File: src/hw/rtl/json_string_unescaper_top_defines.svh
// ----------------------------------------------------------------------------
// json_string_unescaper_top_defines.svh
// Assertion macros used by the JSON string unescaper queue.
// ----------------------------------------------------------------------------
`ifndef JSON_STRING_UNESCAPER_TOP_DEFINES_SVH
`define JSON_STRING_UNESCAPER_TOP_DEFINES_SVH

// Same-cycle implication, disabled while reset is asserted.
`define JSU_ASSERT_NOW(label, clk, rst_n, ante, cons, msg) \
  label: assert property (@(posedge clk) disable iff (!rst_n) (ante) |-> (cons)) \
    else $error(msg);

// Next-cycle implication, disabled while reset is asserted.
`define JSU_ASSERT_NEXT(label, clk, rst_n, ante, cons, msg) \
  label: assert property (@(posedge clk) disable iff (!rst_n) (ante) |=> (cons)) \
    else $error(msg);

`endif

File: src/hw/rtl/jsu_pkg.sv
// ----------------------------------------------------------------------------
// jsu_pkg
// Shared types and constants of the JSON string unescaper.
// ----------------------------------------------------------------------------
package jsu_pkg;

  localparam int QUEUE_DEPTH_DEF = 4;

  // Result status codes
  localparam logic [3:0] ST_DATA     = 4'd0;
  localparam logic [3:0] ST_CLOSED   = 4'd1;
  localparam logic [3:0] ST_CONTROL  = 4'd2;
  localparam logic [3:0] ST_BADUTF8  = 4'd3;
  localparam logic [3:0] ST_BADESC   = 4'd4;
  localparam logic [3:0] ST_NONHEX   = 4'd5;
  localparam logic [3:0] ST_UNPAIRED = 4'd6;
  localparam logic [3:0] ST_LONELOW  = 4'd7;
  localparam logic [3:0] ST_ENDED    = 4'd8;

  typedef struct packed {
    logic [7:0] text_byte;
    logic       text_ended;
  } in_word_t;

  typedef struct packed {
    logic [7:0] out_byte;
    logic [3:0] status;
    logic       run_last;
  } out_word_t;

  // All results caused by one input word; bytes[0] goes out first.
  typedef struct packed {
    logic [3:0][7:0] bytes;
    logic [1:0]      last_idx;
    logic [3:0]      status;
  } burst_t;

  typedef struct packed {
    logic full;
    logic empty;
  } qstat_t;

endpackage

File: src/hw/rtl/jsu_front.sv
// ----------------------------------------------------------------------------
// jsu_front
// Scanner: takes one text word a cycle while the queue is not full, tracks
// escape and UTF-8 state and forms the burst of results that the word causes.
// ----------------------------------------------------------------------------
module jsu_front
  import jsu_pkg::*;
(
  input  logic     clk,
  input  logic     rst_n,
  input  logic     in_valid,
  input  in_word_t in_data,
  output logic     in_stall,
  input  qstat_t   q_stat,
  output logic     push,
  output burst_t   push_data
);

  typedef enum logic [6:0] {
    MODE_PLAIN   = 7'b0000001,
    MODE_UTF8    = 7'b0000010,
    MODE_ESCAPE  = 7'b0000100,
    MODE_HEX_HI  = 7'b0001000,
    MODE_WANT_BS = 7'b0010000,
    MODE_WANT_U  = 7'b0100000,
    MODE_HEX_LO  = 7'b1000000
  } mode_t;

  localparam logic [7:0] CH_QUOTE = 8'h22;
  localparam logic [7:0] CH_BSL   = 8'h5C;
  localparam logic [7:0] CH_SLASH = 8'h2F;
  localparam logic [7:0] CH_B     = 8'h62;
  localparam logic [7:0] CH_F     = 8'h66;
  localparam logic [7:0] CH_N     = 8'h6E;
  localparam logic [7:0] CH_R     = 8'h72;
  localparam logic [7:0] CH_T     = 8'h74;
  localparam logic [7:0] CH_U     = 8'h75;

  function automatic logic [4:0] hex_digit(input logic [7:0] c);
    logic [4:0] r;
    r = 5'd0;
    if (c >= 8'h30 && c <= 8'h39) r = {1'b1, c[3:0]};
    else if ((c >= 8'h61 && c <= 8'h66) || (c >= 8'h41 && c <= 8'h46))
      r = {1'b1, c[3:0] + 4'd9};
    return r;
  endfunction

  function automatic burst_t encode(input logic [20:0] code);
    burst_t r;
    r = '0;
    r.status = ST_DATA;
    if (code < 21'h80) begin
      r.bytes[0] = code[7:0];
      r.last_idx = 2'd0;
    end else if (code < 21'h800) begin
      r.bytes[0] = {3'b110, code[10:6]};
      r.bytes[1] = {2'b10, code[5:0]};
      r.last_idx = 2'd1;
    end else if (code < 21'h10000) begin
      r.bytes[0] = {4'b1110, code[15:12]};
      r.bytes[1] = {2'b10, code[11:6]};
      r.bytes[2] = {2'b10, code[5:0]};
      r.last_idx = 2'd2;
    end else begin
      r.bytes[0] = {5'b11110, code[20:18]};
      r.bytes[1] = {2'b10, code[17:12]};
      r.bytes[2] = {2'b10, code[11:6]};
      r.bytes[3] = {2'b10, code[5:0]};
      r.last_idx = 2'd3;
    end
    return r;
  endfunction

  mode_t       mode_r, mode_nxt;
  logic [1:0]  need_r, need_nxt;
  logic [1:0]  seen_r, seen_nxt;
  logic [1:0]  hcnt_r, hcnt_nxt;
  logic [23:0] held_r, held_nxt;
  logic [11:0] hex_r, hex_nxt;
  logic [9:0]  high_r, high_nxt;

  logic        accept;
  logic [7:0]  b;
  logic [4:0]  hd;
  logic [15:0] hex_full;
  logic [20:0] u8_code;
  logic        u8_bad;
  burst_t      u8_burst;
  logic        res_valid;
  burst_t      res;

  assign in_stall = q_stat.full;
  assign accept   = in_valid && !q_stat.full;
  assign b        = in_data.text_byte;
  assign hd       = hex_digit(b);
  assign hex_full = {hex_r, hd[3:0]};

  // Finished multibyte sequence: rebuild the code point and the raw bytes.
  always_comb begin
    u8_burst        = '0;
    u8_burst.status = ST_DATA;
    u8_code         = '0;
    u8_bad          = 1'b0;
    unique case (need_r)
      2'd1: begin
        u8_code           = {10'd0, held_r[4:0], b[5:0]};
        u8_bad            = u8_code < 21'h80;
        u8_burst.bytes[0] = held_r[7:0];
        u8_burst.bytes[1] = b;
        u8_burst.last_idx = 2'd1;
      end
      2'd2: begin
        u8_code           = {5'd0, held_r[11:8], held_r[5:0], b[5:0]};
        u8_bad            = u8_code < 21'h800 ||
                            (u8_code >= 21'hD800 && u8_code <= 21'hDFFF);
        u8_burst.bytes[0] = held_r[15:8];
        u8_burst.bytes[1] = held_r[7:0];
        u8_burst.bytes[2] = b;
        u8_burst.last_idx = 2'd2;
      end
      2'd3: begin
        u8_code           = {held_r[18:16], held_r[13:8], held_r[5:0], b[5:0]};
        u8_bad            = u8_code < 21'h10000 || u8_code > 21'h10FFFF;
        u8_burst.bytes[0] = held_r[23:16];
        u8_burst.bytes[1] = held_r[15:8];
        u8_burst.bytes[2] = held_r[7:0];
        u8_burst.bytes[3] = b;
        u8_burst.last_idx = 2'd3;
      end
      default: u8_bad = 1'b1;
    endcase
  end

  always_comb begin
    mode_nxt   = mode_r;
    need_nxt   = need_r;
    seen_nxt   = seen_r;
    hcnt_nxt   = hcnt_r;
    held_nxt   = held_r;
    hex_nxt    = hex_r;
    high_nxt   = high_r;
    res_valid  = 1'b0;
    res        = '0;
    res.status = ST_DATA;

    if (in_data.text_ended) begin
      res_valid = 1'b1;
      mode_nxt  = MODE_PLAIN;
      priority case (1'b1)
        mode_r == MODE_UTF8:                             res.status = ST_BADUTF8;
        mode_r == MODE_WANT_BS || mode_r == MODE_WANT_U: res.status = ST_UNPAIRED;
        default:                                         res.status = ST_ENDED;
      endcase
    end else begin
      unique case (mode_r)
        MODE_UTF8: begin
          if (b[7:6] != 2'b10) begin
            res_valid  = 1'b1;
            res.status = ST_BADUTF8;
            mode_nxt   = MODE_PLAIN;
          end else if (seen_r + 2'd1 == need_r) begin
            res_valid = 1'b1;
            mode_nxt  = MODE_PLAIN;
            if (u8_bad) res.status = ST_BADUTF8;
            else        res        = u8_burst;
          end else begin
            held_nxt = {held_r[15:0], b};
            seen_nxt = seen_r + 2'd1;
          end
        end
        MODE_ESCAPE: begin
          res_valid = 1'b1;
          mode_nxt  = MODE_PLAIN;
          unique case (b)
            CH_QUOTE, CH_BSL, CH_SLASH: res.bytes[0] = b;
            CH_B: res.bytes[0] = 8'h08;
            CH_F: res.bytes[0] = 8'h0C;
            CH_N: res.bytes[0] = 8'h0A;
            CH_R: res.bytes[0] = 8'h0D;
            CH_T: res.bytes[0] = 8'h09;
            CH_U: begin
              res_valid = 1'b0;
              hcnt_nxt  = 2'd0;
              hex_nxt   = '0;
              mode_nxt  = MODE_HEX_HI;
            end
            default: res.status = ST_BADESC;
          endcase
        end
        MODE_HEX_HI, MODE_HEX_LO: begin
          if (!hd[4]) begin
            res_valid  = 1'b1;
            res.status = ST_NONHEX;
            mode_nxt   = MODE_PLAIN;
          end else if (hcnt_r != 2'd3) begin
            hex_nxt  = hex_full[11:0];
            hcnt_nxt = hcnt_r + 2'd1;
          end else if (mode_r == MODE_HEX_HI) begin
            if (hex_full >= 16'hD800 && hex_full <= 16'hDBFF) begin
              high_nxt = hex_full[9:0];
              hex_nxt  = '0;
              hcnt_nxt = 2'd0;
              mode_nxt = MODE_WANT_BS;
            end else if (hex_full >= 16'hDC00 && hex_full <= 16'hDFFF) begin
              res_valid  = 1'b1;
              res.status = ST_LONELOW;
              mode_nxt   = MODE_PLAIN;
            end else begin
              res_valid = 1'b1;
              res       = encode({5'd0, hex_full});
              mode_nxt  = MODE_PLAIN;
            end
          end else begin
            res_valid = 1'b1;
            mode_nxt  = MODE_PLAIN;
            if (hex_full < 16'hDC00 || hex_full > 16'hDFFF) res.status = ST_UNPAIRED;
            else res = encode(21'h10000 + {1'b0, high_r, hex_full[9:0]});
          end
        end
        MODE_WANT_BS: begin
          if (b == CH_BSL) begin
            mode_nxt = MODE_WANT_U;
          end else begin
            res_valid  = 1'b1;
            res.status = ST_UNPAIRED;
            mode_nxt   = MODE_PLAIN;
          end
        end
        MODE_WANT_U: begin
          if (b == CH_U) begin
            mode_nxt = MODE_HEX_LO;
          end else begin
            res_valid  = 1'b1;
            res.status = ST_UNPAIRED;
            mode_nxt   = MODE_PLAIN;
          end
        end
        default: begin
          mode_nxt = MODE_PLAIN;
          priority if (b == CH_QUOTE) begin
            res_valid  = 1'b1;
            res.status = ST_CLOSED;
          end else if (b < 8'h20) begin
            res_valid  = 1'b1;
            res.status = ST_CONTROL;
          end else if (b == CH_BSL) begin
            mode_nxt = MODE_ESCAPE;
          end else if (b < 8'h80) begin
            res_valid    = 1'b1;
            res.bytes[0] = b;
          end else if (b[7:5] == 3'b110 || b[7:4] == 4'b1110 || b[7:3] == 5'b11110) begin
            need_nxt = b[5] ? (b[4] ? 2'd3 : 2'd2) : 2'd1;
            held_nxt = {16'd0, b};
            seen_nxt = 2'd0;
            mode_nxt = MODE_UTF8;
          end else begin
            res_valid  = 1'b1;
            res.status = ST_BADUTF8;
          end
        end
      endcase
    end
  end

  assign push      = accept && res_valid;
  assign push_data = res;

  always_ff @(posedge clk) begin
    if (!rst_n) begin
      mode_r <= MODE_PLAIN;
      need_r <= '0;
      seen_r <= '0;
      hcnt_r <= '0;
    end else if (accept) begin
      mode_r <= mode_nxt;
      need_r <= need_nxt;
      seen_r <= seen_nxt;
      hcnt_r <= hcnt_nxt;
    end
  end

  always_ff @(posedge clk) begin
    if (accept) begin
      held_r <= held_nxt;
      hex_r  <= hex_nxt;
      high_r <= high_nxt;
    end
  end

endmodule

File: src/hw/rtl/jsu_queue.sv
// ----------------------------------------------------------------------------
// jsu_queue
// Short FIFO of result bursts between the scanner and the output stage.
// ----------------------------------------------------------------------------
`include "json_string_unescaper_top_defines.svh"

module jsu_queue
  import jsu_pkg::*;
#(
  parameter int DEPTH = QUEUE_DEPTH_DEF
) (
  input  logic   clk,
  input  logic   rst_n,
  input  logic   push,
  input  burst_t push_data,
  input  logic   pop,
  output burst_t head,
  output qstat_t stat
);

  localparam int PTR_W = (DEPTH > 1) ? $clog2(DEPTH) : 1;
  localparam int CNT_W = $clog2(DEPTH + 1);

  burst_t             entries_r [DEPTH];
  logic [PTR_W-1:0]   wr_ptr_r, wr_ptr_nxt;
  logic [PTR_W-1:0]   rd_ptr_r, rd_ptr_nxt;
  logic [CNT_W-1:0]   count_r, count_nxt;

  assign stat.full  = count_r == CNT_W'(DEPTH);
  assign stat.empty = count_r == '0;
  assign head       = entries_r[rd_ptr_r];

  always_comb begin
    wr_ptr_nxt = wr_ptr_r;
    rd_ptr_nxt = rd_ptr_r;
    count_nxt  = count_r;
    if (push) wr_ptr_nxt = (wr_ptr_r == PTR_W'(DEPTH - 1)) ? '0 : wr_ptr_r + 1'b1;
    if (pop)  rd_ptr_nxt = (rd_ptr_r == PTR_W'(DEPTH - 1)) ? '0 : rd_ptr_r + 1'b1;
    if (push && !pop)      count_nxt = count_r + 1'b1;
    else if (pop && !push) count_nxt = count_r - 1'b1;
  end

  always_ff @(posedge clk) begin
    if (!rst_n) begin
      wr_ptr_r <= '0;
      rd_ptr_r <= '0;
      count_r  <= '0;
    end else begin
      wr_ptr_r <= wr_ptr_nxt;
      rd_ptr_r <= rd_ptr_nxt;
      count_r  <= count_nxt;
    end
  end

  always_ff @(posedge clk) begin
    if (push) entries_r[wr_ptr_r] <= push_data;
  end

  `JSU_ASSERT_NOW(a_no_overflow, clk, rst_n, push, !stat.full, "burst pushed into full queue")
  `JSU_ASSERT_NOW(a_no_underflow, clk, rst_n, pop, !stat.empty, "burst popped from empty queue")
  `JSU_ASSERT_NEXT(a_count_up, clk, rst_n, push && !pop, count_r == $past(count_r) + 1'b1, "queue count did not advance on push")
  `JSU_ASSERT_NOW(a_ptr_match, clk, rst_n, stat.empty || stat.full, wr_ptr_r == rd_ptr_r, "queue pointers disagree with count")

endmodule

File: src/hw/rtl/jsu_back.sv
// ----------------------------------------------------------------------------
// jsu_back
// Output stage: holds one burst; sends its words one per cycle unless stalled.
// ----------------------------------------------------------------------------
module jsu_back
  import jsu_pkg::*;
(
  input  logic      clk,
  input  logic      rst_n,
  input  qstat_t    q_stat,
  input  burst_t    head,
  output logic      pop,
  output logic      out_valid,
  input  logic      out_stall,
  output out_word_t out_data
);

  burst_t     cur_r;
  logic       cur_valid_r, cur_valid_nxt;
  logic [1:0] idx_r, idx_nxt;
  logic       at_last;
  logic       sent;

  assign at_last = idx_r == cur_r.last_idx;
  assign sent    = cur_valid_r && !out_stall;
  assign pop     = !q_stat.empty && (!cur_valid_r || (sent && at_last));

  assign out_valid         = cur_valid_r;
  assign out_data.out_byte = cur_r.bytes[idx_r];
  assign out_data.status   = cur_r.status;
  assign out_data.run_last = at_last;

  always_comb begin
    cur_valid_nxt = cur_valid_r;
    idx_nxt       = idx_r;
    if (pop) begin
      cur_valid_nxt = 1'b1;
      idx_nxt       = 2'd0;
    end else if (sent) begin
      if (at_last) cur_valid_nxt = 1'b0;
      else         idx_nxt       = idx_r + 2'd1;
    end
  end

  always_ff @(posedge clk) begin
    if (!rst_n) begin
      cur_valid_r <= 1'b0;
      idx_r       <= '0;
    end else begin
      cur_valid_r <= cur_valid_nxt;
      idx_r       <= idx_nxt;
    end
  end

  always_ff @(posedge clk) begin
    if (pop) cur_r <= head;
  end

endmodule

File: src/hw/rtl/json_string_unescaper_top.sv
// ----------------------------------------------------------------------------
// json_string_unescaper_top
// Unescapes a JSON string body into checked UTF-8 bytes.
// Input words carry one body byte (or an end-of-text flag) starting after the
// opening quote; output words carry one data byte or one final status, with
// run_last marking the last word caused by an input word. Both channels use
// valid/stall; a word moves when valid is high and stall is low.
// Throughput: one input word per cycle, one output word per cycle, while
// neither side stalls. An input word causes 0 to 4 output words, so the
// output side sets the pace while multibyte code points drain; the burst
// queue (QUEUE_DEPTH entries) soaks up the difference. With the queue and
// output stage idle, a taken input word's burst is written into the queue and
// then loaded into the output stage, which raises out_valid for its first
// result. When the receiver stalls, the queue fills and in_stall rises once it
// holds QUEUE_DEPTH bursts. Reset (rst_n low, synchronous) empties the queue
// and returns the scanner to plain content mode; after a done or error status
// the scanner returns to that mode by itself.
// ----------------------------------------------------------------------------
module json_string_unescaper_top
  import jsu_pkg::*;
#(
  parameter int QUEUE_DEPTH = QUEUE_DEPTH_DEF
) (
  input  logic      clk,
  input  logic      rst_n,
  input  logic      in_valid,
  input  in_word_t  in_data,
  output logic      in_stall,
  output logic      out_valid,
  input  logic      out_stall,
  output out_word_t out_data
);

  // Burst handoff between scanner, queue and output stage
  logic   push;
  burst_t push_data;
  logic   pop;
  burst_t head;
  qstat_t q_stat;

  // Classify each word and build its result burst
  jsu_front u_front (
    .clk       (clk),
    .rst_n     (rst_n),
    .in_valid  (in_valid),
    .in_data   (in_data),
    .in_stall  (in_stall),
    .q_stat    (q_stat),
    .push      (push),
    .push_data (push_data)
  );

  // Hold bursts so either side can stall on its own
  jsu_queue #(
    .DEPTH (QUEUE_DEPTH)
  ) u_queue (
    .clk       (clk),
    .rst_n     (rst_n),
    .push      (push),
    .push_data (push_data),
    .pop       (pop),
    .head      (head),
    .stat      (q_stat)
  );

  // Drain one burst at a time, one result word per cycle while not stalled
  jsu_back u_back (
    .clk       (clk),
    .rst_n     (rst_n),
    .q_stat    (q_stat),
    .head      (head),
    .pop       (pop),
    .out_valid (out_valid),
    .out_stall (out_stall),
    .out_data  (out_data)
  );

endmodule
File: config.mk
export PLATFORM = sky130hd
export DESIGN_NAME = json_string_unescaper_top
export DESIGN_NICKNAME = d
export VERILOG_FILES = /design/src/hw/rtl/jsu_pkg.sv /design/src/hw/rtl/jsu_front.sv /design/src/hw/rtl/jsu_queue.sv /design/src/hw/rtl/jsu_back.sv /design/src/hw/rtl/json_string_unescaper_top.sv
export VERILOG_INCLUDE_DIRS = /design/src /design/src/hw/rtl
export SDC_FILE = /design/constraint.sdc
export NUM_CORES = 1
export LEC_CHECK = 0
export BUFFER_PORTS_ARGS = -buffer_cell sky130_fd_sc_hd__buf_2
export CORE_ASPECT_RATIO = 0.5
export CORE_MARGIN = 2
export CORE_UTILIZATION = 49
export CTS_BUF_LIST = sky130_fd_sc_hd__clkbuf_8
export DETAILED_ROUTE_END_ITERATION = 6
export SKIP_CTS_REPAIR_TIMING = 1
export SYNTH_ARGS = -nofsm -noshare
export SYNTH_HDL_FRONTEND = slang
export SYNTH_SLANG_ARGS = --single-unit
File: constraint.sdc
create_clock -name clk -period 5.7 [get_ports clk]
set_input_delay 1.14 -clock clk [delete_from_list [all_inputs] [get_ports clk]]
set_output_delay 1.14 -clock clk [all_outputs]
set_load 0.005 [all_outputs]
Word level (Yosys, flattened, before mapping) --
Memory sizes are Yosys's and may differ from the RTL's. A register that Yosys moved wholly into a read port is not among the register bits. Index checks and enable logic that the tools add are counted.
Storage, ports and cells: input port bits 13, memory bits (writable) 152, register bits after elaboration 69, output and inout bits 15, memories kept 1
Cells by class: $add $sub $neg 9, bitwise logic cells 10, equal/unequal tests 40, reductions and logical operators 48, order comparisons 26, mux-type cells 140
Memories:
- u_queue.entries_r | words 4, bits a word 38, rd ports 1, clocked after Yosys merged registers in 1, write ports 1, RTL line jsu_queue.sv:24 | burst_t entries_r [DEPTH];
Operators with widths (count):
- $mux 26 | 17
- $mux 24 | 10
- $mux 34 | 6
- $mux 38 | 4
- $pmux 24 s2 | 2
- $mux 7 | 10
- $mux 8 | 8
- $mux 12 | 5
- $eq 8x7->1 const B | 7
- $pmux 18 s3 | 1
- $ge 16x16->1 const B | 3
- $le 16x16->1 const B | 3
- $pmux 8 s6 | 1
- $lt 21x17->1 const B | 2
- $mux 2 | 19
- $mux 18 | 2
- $mux 4 | 9
- $pmux 7 s5 | 1
- $lt 16x12->1 const B | 2
- $pmux 8 s4 | 1
- $pmux 12 s2 | 1
- $add 17x20->21 const A | 1
- $gt 21x21->1 const B | 1
- $lt 21x12->1 const B | 1
- 61 further kinds | 156

Longest topological paths before layout --
Gate-level depths: netlist of the first run.
word-level depth 24, mapped depth 15, mapped depth without buffers 13

By module --
From an unflattened synthesis of the first run, not the netlist that was laid out.
Second synthesis, totals: cells, all modules 942, area, all modules 12762.2 sq um
By module, submodules not included:
- jsu_queue | area each 5955.7 sq um, cells an instance 242, times used 1, sequential area each 4744.6 sq um
- jsu_front | area each 5192.5 sq um, cells an instance 623, times used 1, sequential area each 1641.6 sq um
- jsu_back | area each 1614.0 sq um, cells an instance 77, times used 1, sequential area each 1201.2 sq um

Least setup slack after synthesis of the first run --
OpenSTA, ideal clock, no wires.
kind input to register, start in in_data[1] (netlist bit), end mem u_queue.entries_r[3][0] (netlist bit), enable pin, path buffers 1, slack 1.330 ns, setup time 0.399 ns, arrival time 3.971 ns, required time 5.301 ns, cell stages on the path 9, cell sequence clkbuf_1 -> inv_1 -> ha_1 -> o21ba_2 -> o21a_1 -> nor2_2 -> o21ai_0 -> a31oi_2 -> and2_1
Between the ends: word-level cells in the longest chain between the ends 16
Ends and longest elaborated chain:
- start, declared | RTL line json_string_unescaper_top.sv:27 | input in_word_t in_data,
- $ge 8x7->1 / $le 8x7->1 (equally long branches) | RTL line jsu_front.sv:43 | else if ((c >= 8'h61 && c <= 8'h66) || (c >= 8'h41 && c <= 8'h46))
- $logic_and 1x1->1 | RTL line jsu_front.sv:43
- $logic_or 1x1->1 | RTL line jsu_front.sv:43
- $mux 5 | RTL line jsu_front.sv:43
- $mux 5 | RTL line jsu_front.sv:42 | if (c >= 8'h30 && c <= 8'h39) r = {1'b1, c[3:0]};
- $ge 16x16->1 / $le 16x16->1 (equally long branches) | RTL line jsu_front.sv:199 | if (hex_full >= 16'hD800 && hex_full <= 16'hDBFF) begin
- $logic_and 1x1->1 | RTL line jsu_front.sv:199
- $mux 1 | RTL line jsu_front.sv:199
- $mux 1 | RTL line jsu_front.sv:198 | end else if (mode_r == MODE_HEX_HI) begin
- $mux 1 | RTL line jsu_front.sv:195 | end else if (hcnt_r != 2'd3) begin
- $mux 1 | RTL line jsu_front.sv:191 | if (!hd[4]) begin
- $pmux 1 s4 * | RTL line jsu_front.sv:155 | unique case (mode_r)
- $mux 1 * | RTL line jsu_front.sv:146 | if (in_data.text_ended) begin
- $logic_and 1x1->1 * | RTL line jsu_front.sv:265 | assign push = accept && res_valid;
- via push | RTL line json_string_unescaper_top.sv:35 | logic push;
- $mux 1 * | RTL line jsu_queue.sv:56 | if (push) entries_r[wr_ptr_r] <= push_data;
- $mux 1 (implied by the code) * | RTL line jsu_queue.sv:56
- end, declared | RTL line jsu_queue.sv:24
Mark *: on every way through the listed nets, which the timed path passes. The rest lies on a longest branch.

Worst setup path after layout of the first run --
start in in_data[1] (netlist bit), end reg u_queue.count_r[2]
Between the ends: word-level cells in the longest chain between the ends 17
Ends and longest elaborated chain:
- $ge 8x7->1 / $le 8x7->1 (equally long branches) | RTL line jsu_front.sv:43
- $logic_and 1x1->1 | RTL line jsu_front.sv:43
- $logic_or 1x1->1 | RTL line jsu_front.sv:43
- $mux 5 | RTL line jsu_front.sv:43
- $mux 5 | RTL line jsu_front.sv:42
- $ge 16x16->1 / $le 16x16->1 (equally long branches) | RTL line jsu_front.sv:199
- $logic_and 1x1->1 | RTL line jsu_front.sv:199
- $mux 1 | RTL line jsu_front.sv:199
- [2 not listed]
- $mux 1 | RTL line jsu_front.sv:191
- $pmux 1 s4 * | RTL line jsu_front.sv:155
- $mux 1 * | RTL line jsu_front.sv:146
- $logic_and 1x1->1 * | RTL line jsu_front.sv:265
- via push | RTL line json_string_unescaper_top.sv:35
- $logic_not 1->1 | RTL line jsu_queue.sv:40 | else if (pop && !push) count_nxt = count_r - 1'b1;
- $logic_and 1x1->1 | RTL line jsu_queue.sv:40
- $reduce_bool 2->1 (no line)
- end signal, assigned | RTL line jsu_queue.sv:51 | count_r <= count_nxt;
- end, declared | RTL line jsu_queue.sv:27 | logic [CNT_W-1:0] count_r, count_nxt;
Marks and branches as above. A chain may end at the register's enable or synchronous reset.

==> results of run 1 <==
per-stage QoR:
step / worst slack [ns] / cell area, sq um
after floorplan: 1.330 / 12400
after global placement: 1.035 / 12830
after global routing: 1.239 / 13470
after CTS: 1.529 / 13470
after detailed placement: 0.9284 / 12830
final: 1.477 / 13470
sequential cells by signal (all words and copies together) (netlist names):
signal / count
u_queue.count_r: 3
u_front.hcnt_r: 2
u_front.held_r: 24
u_queue.rd_ptr_r: 2
u_back.cur_r: 34
u_front.hex_r: 12
u_front.need_r: 2
u_front.mode_r: 7
u_queue.entries_r: 152
u_back.out_data: 4
u_back.idx_r: 2
u_front.high_r: 10
u_queue.wr_ptr_r: 2
u_back.out_valid: 1
u_front.seen_r: 2
layer usage:
metal / wire length (um) / GRT usage (%) / part of all wire [%]
met2: 13060 / 33.88 / 41
met5: 0 / 0 / 0
met3: 3015 / 8.545 / 9.5
met4: 640 / 7.100 / 2.0
met1: 15100 / 35.56 / 47
worst max path at each step:
stage / startpoint / end / slack [ns]
after floorplan: in_data[1] / u_queue.entries_r[3][0] / 1.33
after global placement: in_data[1] / u_queue.count_r[2] / 1.03
after detailed placement: in_data[1] / u_queue.count_r[2] / 0.93
after CTS: in_data[1] / u_queue.count_r[2] / 1.53
after global routing: in_data[1] / u_queue.count_r[2] / 1.24
final: in_data[1] / u_queue.count_r[2] / 1.48
power groups by stage:
stage	Sequential [W]	Clock, W	Combinational (W)
final	0.00258	0.00132	0.000842
after global routing	0.00262	0.00144	0.000921
after CTS	0.00259	0.00136	0.000857
after detailed placement	0.00263	0	0.000855
after global placement	0.00262	0	0.000846
after floorplan	0.00251	0	0.000702
kinds of logic (layout without fill, tap and decap cells):
group | Yosys count | count (layout) | synth area share, %
compound gates | 214 | 214 | 11.35
xor+xnor | 11 | 11 | 0.7776
fa+ha+maj | 13 | 13 | 1.373
buf+inv | 83 | 126 | 2.717
flops | 259 | 259 | 60.92
mux | 75 | 75 | 10.85
other cells | 1 | 4 | 0.03027
simple gates | 270 | 270 | 11.99
final cells by class:
| class | count | area (sq um) |
|---|---|---|
| fill | 2119 | 11570 |
| tap | 344 | 430.4 |
| multi-input combinational | 587 | 4522 |
| timing repair buffer | 42 | 247.7 |
| clock buffer | 38 | 523.0 |
| inverter | 21 | 78.83 |
| sequential | 259 | 7550 |
| clock inverter | 25 | 115.1 |
cell usage after synthesis (9+ instances only):
library cell  number  share of area (%)
clkbuf_1          44                1.3
a211oi_1           9               0.55
mux4_2            46                8.4
nor3_1            16               0.65
o21ai_0           36                1.5
nand3_1           28                1.1
buf_1             10               0.30
nand2b_1          11               0.56
ha_1              12                1.2
a22oi_1           19                1.2
mux2_2            14                1.3
a21oi_1           73                2.9
nor2_1            47                1.4
inv_1             20               0.61
edfxtp_1         236                 57
o32ai_1           10               0.71
dfxtp_1           23                3.7
and2_1            34                1.7
mux2i_1           15                1.2
nor4_1             9               0.45
nand2_1           54                1.6
worst min-delay path, delay by kind of cell (launching register included):
kind	cells	cell delay, ns
flip-flops	1	0.32
AO/OA/AOI/OAI	2	0.13
==> metrics.txt, run 1 <==
status=finished, final reports clean; initial antenna violation count=0; critical path fanouts, max=13; combinational fraction of design power=17.8%; most common cell after layout, fill and taps aside=edfxtp_1; Gate Count Post-Synth=926; FF-to-FF End=u_queue.entries_r[0][21]; top_reg_cell synth=edfxtp_1; post-synthesis register bit count=259; I/O pin count=28; Slowest-stage cell, CP=a31oi_2; clock skew=0.04342 ns; Max-slew headroom=27.13%; Finished Layout Cells=1316; post-layout power=0.004743 W; post-layout util=53.79%; cells on worst reg2reg path=6; Worst Path Arrival=4.71 ns; final hold vios=0; Die Area=0.02665 sq mm; clk sinks=259; syn avg cell area=13.38 sq um; CP Depth=14; total clock buffers created by CTS=37; r2r setup slk=1.73 ns; die height=116.4 um; vias in the first global route=7780; Area Overhead vs Synth=8.695%; sw frac=27.02%; Critical Path Source Type=primary input; port buffer count=27; CTS tree=built; dpl hpwl=21520 um; WL final=31810 um; commonest cells after routing, fill and taps aside=edfxtp_1, a21oi_1, nand2_1; # DRC=0; Clock H-tree levels=2; clock root buffer master=clkbuf_8; worst vdd ir=0.2163 mV; layout cells sized above 1=17.39%; Synth Warn #=0; post-synthesis cell type count=73; ant diodes=0; max_cap viols=0; Worst Hold End=u_front.hcnt_r[1]; CP peak stage delay=0.43 ns; first-pass GRT wire length=47810 um; initial core utilization=49.49%; Remaining Overflow, GRT=0; Clock Path Buffers=3; Clock transition at path regs=0.06 ns; Pins Over Slew Limit=0; delay-heaviest family, CP=compound AO/OA/AOI/OAI gates; fin nets=974; Final period util=74.09%; num rows=41; Setup-failing EPs final=0; ys async rst share=0%; hold crit path type=flop to flop; GRT Util Overall=24.20%; Lkg Pwr=4.318 nW; DRT antenna net count=0; Syn Std Cell Area=0.01239 sq mm; initial drt markers=713; Slew @ Worst Pin=1.093 ns; Crit Path Class=primary input to flop; Internal Dissipation=0.003462 W; Via density=6.196; Reg power frac=54.4%; hold slack=0.4955 ns; CP bufs+invs=3; register area share after synthesis=60.92%; dpl cells=1253; Crit. End Element=flop; worst skew pair latency=0.58 ns; Crit path required time=6.19 ns; Fmax achieved=236.8 MHz; Hold Path Stages=2; RSZ-0062 raised after global routing=no; drt wl/cell=24.17 um; vias=8154; Hold Crit Start=u_front.hcnt_r[1]; EDFF count, synth=236; pwr dens=352.2 mW/mm^2; Critical Path, Cell by Cell=buf_2, inv_1, ha_1, o21ba_2, o21a_1, nor2_2, o21ai_0, a31oi_2, ha_1, inv_1, fa_1, xor2_1, or3_1, a21oi_1; DRT Pass-1 Iters=6; core area=0.02503 sq mm; clock group share of total power=27.8%; reg2reg start=u_front.mode_r[3]; pin count of the biggest net entering global routing=41; min cycle time layout=4.223 ns; Total Neg Setup Slack=0 ns; GPL Wtd Cong=0.9655; Net Switching=0.001282 W; die span in x=228.9 um
No activity file was read; power rests on OpenSTA's default activity.
==> run 2, diff against run 1 <==
--- a/config.mk
+++ b/config.mk
@@ -6,12 +6,14 @@
 export SDC_FILE = /design/constraint.sdc
 export NUM_CORES = 1
 export LEC_CHECK = 0
+export ABC_AREA = 1
 export BUFFER_PORTS_ARGS = -buffer_cell sky130_fd_sc_hd__buf_2
 export CORE_ASPECT_RATIO = 0.5
 export CORE_MARGIN = 2
 export CORE_UTILIZATION = 49
 export CTS_BUF_LIST = sky130_fd_sc_hd__clkbuf_8
 export DETAILED_ROUTE_END_ITERATION = 6
+export PLACE_DENSITY = 0.67
 export SKIP_CTS_REPAIR_TIMING = 1
 export SYNTH_ARGS = -nofsm -noshare
 export SYNTH_HDL_FRONTEND = slang
==> constraint.sdc (replaced) <==
create_clock -name clk -period 3.72 [get_ports clk]
set_input_delay 0.744 -clock clk [delete_from_list [all_inputs] [get_ports clk]]
set_output_delay 0.744 -clock clk [all_outputs]
set_load 0.005 [all_outputs]
==> run 2 against run 1 <==
  * Sequential share of layout area fell by 2.9 points
  * Hold slack got worse by 0.045 ns
  * Clock power rose by 74%
  * Power rose by 66%
  * Clock-buffer cell count up 4
  * Critical path type is now flop to flop
  * Area after synthesis is 3.0% higher
  * Global-route usage grew 2.6 points
==> metrics.txt, run 2 <==
status=finished, final reports clean (unchanged); Fmax achieved=313.2 MHz; Area Overhead vs Synth=11.24% (was 8.695%); register area=0.007548 sq mm (was 0.007550 sq mm); clock group share of total power=29.1% (was 27.8%); max reg flops=152 (unchanged); Die Area=0.02743 sq mm (was 0.02665 sq mm); Internal Dissipation=0.005450 W (was 0.003462 W); Cell Area, Placed=0.01345 sq mm (was 0.01283 sq mm); I/O pin count=28 (unchanged); Critical Path Source Type=flop (was primary input); DRT antenna net count=0 (unchanged); core area=0.02539 sq mm (was 0.02503 sq mm); critical path fanouts, max=12 (was 13); area occupied by multi-input gates=0.004496 sq mm (was 0.004522 sq mm); initial drt markers=1325 (was 713); num rows=41 (unchanged); syn avg cell area=9.561 sq um (was 13.38 sq um); Crit Path Class=flop to flop (was primary input to flop); Synth Warn #=0 (unchanged); GRT Util Overall=26.83% (was 24.20%); Lkg Pwr=5.251 nW (was 4.318 nW); Setup-failing EPs final=0 (unchanged); hold crit path type=flop to flop (unchanged); DRT Pass-1 Iters=5 (was 6); Via density=5.739 (was 6.196); vias in the first global route=9635 (was 7780); Slew @ Worst Pin=1.252 ns (was 1.093 ns); DR top layer=met4 (unchanged); # DRC=0 (unchanged); Max-slew headroom=16.42% (was 27.13%); min cycle time layout=3.193 ns; Final Worst Setup Slack=0.5267 ns (was 1.477 ns); top_reg_cell synth=edfxtp_1 (unchanged); final instance area=0.01420 sq mm (was 0.01347 sq mm); pin count of the biggest net entering global routing=79 (was 41); die span in x=232.2 um (was 228.9 um); met3 wire length=3712 um (was 3015 um); # fillers=2235 (was 2119); post-synthesis cell type count=58 (was 73); ys async rst share=0% (unchanged); post-layout power=0.007896 W (was 0.004743 W); Yosys top cell area share=55.52% (was 57.20%); biggest regs=u_queue.entries_r x152, u_back.cur_r x34, u_front.held_r x24 (unchanged); initial core utilization=50.26% (was 49.49%); Reg power frac=49.2% (was 54.4%); fin nets=1413 (was 974); vias=10100 (was 8154); Clock H-tree levels=2 (unchanged); Crit. End Element=flop (unchanged); Critical Path, Cell by Cell=ha_1, inv_1, nand2_1, nor2_4, nand3_2, nor2_2, nand3_1, nand2_1, nand2_1, nand2_1, nand2_1, a21oi_1 (was buf_2, inv_1, ha_1, o21ba_2, o21a_1, nor2_2, o21ai_0, a31oi_2, ha_1, inv_1, fa_1, xor2_1, or3_1, a21oi_1); ant diodes=0 (unchanged); Worst Path Arrival=3.45 ns (was 4.71 ns); Clock transition at path regs=0.07 ns (was 0.06 ns); die height=118.1 um (was 116.4 um); CP peak stage delay=0.55 ns (was 0.43 ns); largest cells by area after synthesis=edfxtp_1, nor2_1, nand2_1 (was edfxtp_1, mux4_2, dfxtp_1); dpl ws=0.2281 ns (was 0.9284 ns); Synth area leader=edfxtp_1 (unchanged); sw frac=30.98% (was 27.02%); clock root buffer master=clkbuf_8 (unchanged); max_cap viols=0 (unchanged); Net Switching=0.002446 W (was 0.001282 W); Gate Count Post-Synth=1335 (was 926); most common cell after layout, fill and taps aside=edfxtp_1 (unchanged); WL final=35950 um (was 31810 um); dpl hpwl=25070 um (was 21520 um); port buffer count=27 (unchanged); Remaining Overflow, GRT=0 (unchanged); pwr dens=556.1 mW/mm^2 (was 352.2 mW/mm^2); Synth top cells by count=edfxtp_1, nor2_1, nand2_1 (was edfxtp_1, a21oi_1, nand2_1); GPL Wtd Cong=0.9526 (was 0.9655); post-synthesis register bit count=259 (unchanged); layout cells sized above 1=13.28% (was 17.39%); CTS tree=built (unchanged); EDFF count, synth=236 (unchanged); Pins Over Slew Limit=0 (unchanged); clock skew=0.03045 ns (was 0.04342 ns); Most common cell on crit path=nand2_1; register area share after synthesis=59.13% (was 60.92%); Syn Std Cell Area=0.01276 sq mm (was 0.01239 sq mm); clk sinks=259 (unchanged); met2 WL=15140 um (was 13060 um); RSZ-0062 raised after global routing=no (unchanged); commonest cells after routing, fill and taps aside=edfxtp_1, nor2_1, nand2_1 (was edfxtp_1, a21oi_1, nand2_1); combinational fraction of design power=21.7% (was 17.8%); initial antenna violation count=3 (was 0); Slowest-stage cell, CP=edfxtp_1 (was a31oi_2); Clock Path Buffers=3 (unchanged); worst vdd ir=0.3940 mV (was 0.2163 mV); first-pass GRT wire length=55230 um (was 47810 um); Crit path required time=3.98 ns (was 6.19 ns); drt wl/cell=20.43 um (was 24.17 um); Final period util=85.84%; largest reg by FF count=u_queue.entries_r (unchanged); total clock buffers created by CTS=38 (was 37); wire length on met1=16240 um (was 15100 um); final hold vios=0 (unchanged); worst skew pair latency=0.57 ns (was 0.58 ns)
## run 2: final timing paths
path / depth (start not counted) / slack (ns) / from / end
min reg2reg: 2 / 0.45 / u_front.hcnt_r[1] / u_front.hcnt_r[1]
min: 2 / 0.45 / u_front.hcnt_r[1] / u_front.hcnt_r[1]
max reg2reg: 12 / 0.53 / u_front.high_r[6] / u_queue.entries_r[1][6]
max: 12 / 0.53 / u_front.high_r[6] / u_queue.entries_r[1][6]
## run 2: final cells by class
type / count / area share, %
flip-flops and latches: 259 / 53.16
multi-input cells: 892 / 31.66
clock buffers: 42 / 4.071
inverters: 132 / 3.542
repair buffers: 64 / 3.349
well taps: 344 / 3.031
clock inverters: 27 / 1.181
## run 2: stage by stage
stage / setup TNS (ns) / utilization, % / std cells / hold WS [ns]
floorplan: -36.58 / - / 1338 / 0.4244
CTS: 0 / 55.92 / 1760 / 0.4529
finish: 0 / 55.92 / 1760 / 0.4506
global placement: 0 / 52.98 / 1691 / 0.4313
detailed placement: 0 / 52.98 / 1691 / 0.4436
global route: 0 / 55.92 / 1760 / 0.4775
## run 2: power groups by stage
stage / sequential (W) / clock, W / combinational (W)
final: 0.00389 / 0.00230 / 0.00171
after global routing: 0.00392 / 0.00246 / 0.00191
after CTS: 0.00389 / 0.00233 / 0.00172
after detailed placement: 0.00395 / 0 / 0.00171
after global placement: 0.00393 / 0 / 0.00168
after floorplan: 0.00392 / 0 / 0.00107
## run 2: cell families (layout without fill, tap and decap cells)
group	after synthesis	in the layout	synth area share, %
and+or+nand+nor	577	577	20.41
AOI/OAI and AO/OA	295	295	12.82
DFF	259	259	59.13
buffers and inverters	187	265	6.068
adders and majority gates	13	13	1.333
xor gates and xnor gates	3	3	0.2059
other	1	4	0.02938
## run 2: per-layer routing
metal,up-vias,GRT usage [%]
met3,66,6.565
met5,-,0
met2,486,38.78
met1,4825,40.10
li1,4724,-
met4,0,7.332
## run 2: worst max-delay path: cells and delay by family, from the launching register on
| kind | cells | cell delay (ns) |
|---|---|---|
| DFF | 1 | 0.55 |
| adders and majority gates | 1 | 0.35 |
| AOI/OAI and AO/OA | 1 | 0.52 |
| buffers and inverters | 1 | 0.12 |
| and+or+nand+nor | 9 | 1.34 |
==> run 3, diff against run 2 <==
==> constraint.sdc (replaced) <==
create_clock -name clk -period 3.72 [get_ports clk]
set_input_delay 0.744 -clock clk [delete_from_list [all_inputs] [get_ports clk]]
set_output_delay 0.744 -clock clk [all_outputs]
set_load 0.1 [all_outputs]
==> run 3 against run 2 <==
  * Design area decreased by 0.52%
  * Hold slack barely moved
  * Largest cell class unchanged
  * Worst setup slack better by 0.013 ns
  * Flip-flop and latch count stayed put
  * Critical path type unchanged
  * Combinational power up 39%
  * Global-route usage fell by 0.34 points
  * Critical endpoint is now u_queue.count_r[2]
==> metrics.txt, run 3 (synthesis results as in run 2) <==
die span in x=232.2 um (unchanged); Final Worst Setup Slack=0.5402 ns (was 0.5267 ns); biggest regs=u_queue.entries_r x152, u_back.cur_r x34, u_front.held_r x24 (unchanged); port buffer count=27 (unchanged); # fillers=2285 (was 2235); DRT antenna net count=0 (unchanged); Hold Path Stages=2 (unchanged); worst skew pair latency=0.57 ns (about the same); commonest cells after routing, fill and taps aside=edfxtp_1, nor2_1, nand2_1 (unchanged); Slew @ Worst Pin=1.270 ns (was 1.252 ns); GPL Wtd Cong=0.9528 (was 0.9526); Finished Layout Cells=1757 (was 1760); Final period util=85.48% (was 85.84%); pin count of the biggest net entering global routing=79 (unchanged); cells on worst reg2reg path=18 (was 12); dpl cells=1691 (unchanged); CTS tree=built (unchanged); Hold Crit Start=u_front.hcnt_r[1] (unchanged); reg2reg start=u_front.mode_r[5] (was u_front.high_r[6]); Area Overhead vs Synth=10.67% (was 11.24%); Critical Path Source Type=flop (unchanged); clk sinks=259 (unchanged); Crit path required time=4.21 ns (was 3.98 ns); dpl ws=0.2488 ns (was 0.2281 ns); most common cell after layout, fill and taps aside=edfxtp_1 (unchanged); Cell Area, Placed=0.01345 sq mm (unchanged); final hold vios=0 (unchanged); max_cap viols=0 (unchanged); DRT Pass-1 Iters=5 (unchanged); min cycle time layout=3.180 ns (was 3.193 ns); CP peak stage delay=0.44 ns (was 0.55 ns); total clock buffers created by CTS=37 (was 38); drt wl/cell=20.35 um (was 20.43 um); max reg flops=152 (unchanged); hold crit path type=flop to flop (unchanged); I/O pin count=28 (unchanged); critical path fanouts, max=20 (was 12); clock skew=0.03359 ns (was 0.03045 ns); r2r setup slk=0.54 ns (was 0.53 ns); Max-slew headroom=15.22% (was 16.42%); Crit. End Element=flop (unchanged); largest reg by FF count=u_queue.entries_r (unchanged); Pins Over Slew Limit=0 (unchanged); Via density=5.681 (was 5.739); Die Area=0.02743 sq mm (unchanged); initial drt markers=1178 (was 1325); GRT Util Overall=26.49% (was 26.83%); initial core utilization=50.26% (unchanged); RSZ-0062 raised after global routing=no (unchanged); status=finished, final reports clean (unchanged); Critical Path, Cell by Cell=inv_1, nand2_4, nor2_8, inv_2, nand4_4, nand2_1, nand2_1, nand2_2, nand2_4, inv_1, ha_1, inv_1, fa_1, nor2_1, nor2_1, nand2_1, o21ai_0, a21oi_1 (was ha_1, inv_1, nand2_1, nor2_4, nand3_2, nor2_2, nand3_1, nand2_1, nand2_1, nand2_1, nand2_1, a21oi_1); WL final=35750 um (was 35950 um); Fmax achieved=314.5 MHz (was 313.2 MHz); dpl hpwl=25020 um (was 25070 um); die height=118.1 um (unchanged); Setup-failing EPs final=0 (unchanged); first-pass GRT wire length=54700 um (was 55230 um); Worst Hold End=u_front.hcnt_r[1] (unchanged); num rows=41 (unchanged); vias=9981 (was 10100); fin nets=1412 (was 1413); pwr dens=594.7 mW/mm^2 (was 556.1 mW/mm^2); Clock transition at path regs=0.07 ns (about the same); vias in the first global route=9637 (was 9635); final instance area=0.01412 sq mm (was 0.01420 sq mm); ant diodes=0 (unchanged); FF-to-FF End=u_queue.count_r[2] (was u_queue.entries_r[1][6]); Lkg Pwr=5.194 nW (was 5.251 nW); clock root buffer master=clkbuf_8 (unchanged); core area=0.02539 sq mm (unchanged); initial antenna violation count=1 (was 3); Worst Path Arrival=3.67 ns (was 3.45 ns); Slowest-stage cell, CP=fa_1 (was edfxtp_1); layout cells sized above 1=13.09% (was 13.28%); Clock H-tree levels=2 (unchanged); worst vdd ir=0.4025 mV (was 0.3940 mV); Clock Path Buffers=3 (unchanged); Crit Path Class=flop to flop (unchanged); Remaining Overflow, GRT=0 (unchanged); # DRC=0 (unchanged)
==> run 3: cell count changes in the layout (fill, tap and decap cells not counted) <==
cell | before | now
inv_1 | 125 | 118
clkinvlp_4 | 1 | 0
bufinv_16 | 2 | 1
clkinv_2 | 2 | 4
clkbuf_8 | 42 | 38
clkinv_1 | 7 | 14
inv_6 | 1 | 2
==> run 3: layer usage <==
layer,global-route usage [%],part of all wire (%),vias up
li1,-,-,4730
met3,6.080,9.1,55
met4,5.929,1.6,0
met2,39.84,43,400
met1,39.04,46,4796
met5,0,0,-
==> run 3: cell type report <==
type / instances / area (sq um) / area share, %
multi-input combinational: 892 / 4496 / 31.83
timing repair buffer: 64 / 475.5 / 3.366
inverter: 132 / 503.0 / 3.561
clock inverter: 28 / 148.9 / 1.054
clock buffer: 38 / 523.0 / 3.703
sequential: 259 / 7548 / 53.44
tap: 344 / 430.4 / 3.047
==> run 3: worst max path at each step <==
stage	start	depth (start not counted)	endpoint
global placement	in_data[2]	20	u_queue.count_r[2]
global route	u_front.mode_r[5]	18	u_queue.count_r[2]
CTS	u_back.idx_r[0]	5	out_data[5]
detailed placement	in_data[2]	20	u_queue.count_r[2]
floorplan	in_data[2]	11	u_queue.entries_r[3][0]
finish	u_front.mode_r[5]	18	u_queue.count_r[2]
==> run 3: worst max-delay path: cells and delay by family, from the launching register on <==
| kind | cells | cell delay, ns |
|---|---|---|
| AND/OR/NAND/NOR | 10 | 1.35 |
| adder cells (fa/ha/maj) | 2 | 0.58 |
| buffers and inverters | 4 | 0.56 |
| flip-flops | 1 | 0.39 |
| AO/OA/AOI/OAI | 2 | 0.20 |
==> run 3: power breakdown <==
group	switching [W]	internal, W
Combinational	0.00186	0.000519
Clock	0.00110	0.00103
Sequential	0.000138	0.00375
Total	0.00310	0.00530
==> run 3: metrics by stage <==
stage	setup TNS (ns)	total power, W	utilization [%]	hold WS, ns
2_1_floorplan	-36.58	0.005659	-	0.4244
3_3_place_gp	0	0.006288	52.98	0.4313
3_5_place_dp	0	0.006336	52.98	0.4455
4_1_cts	0	0.008460	55.62	0.4548
5_1_grt	0	0.008789	55.62	0.4754
6_report	0	0.008400	55.62	0.4509
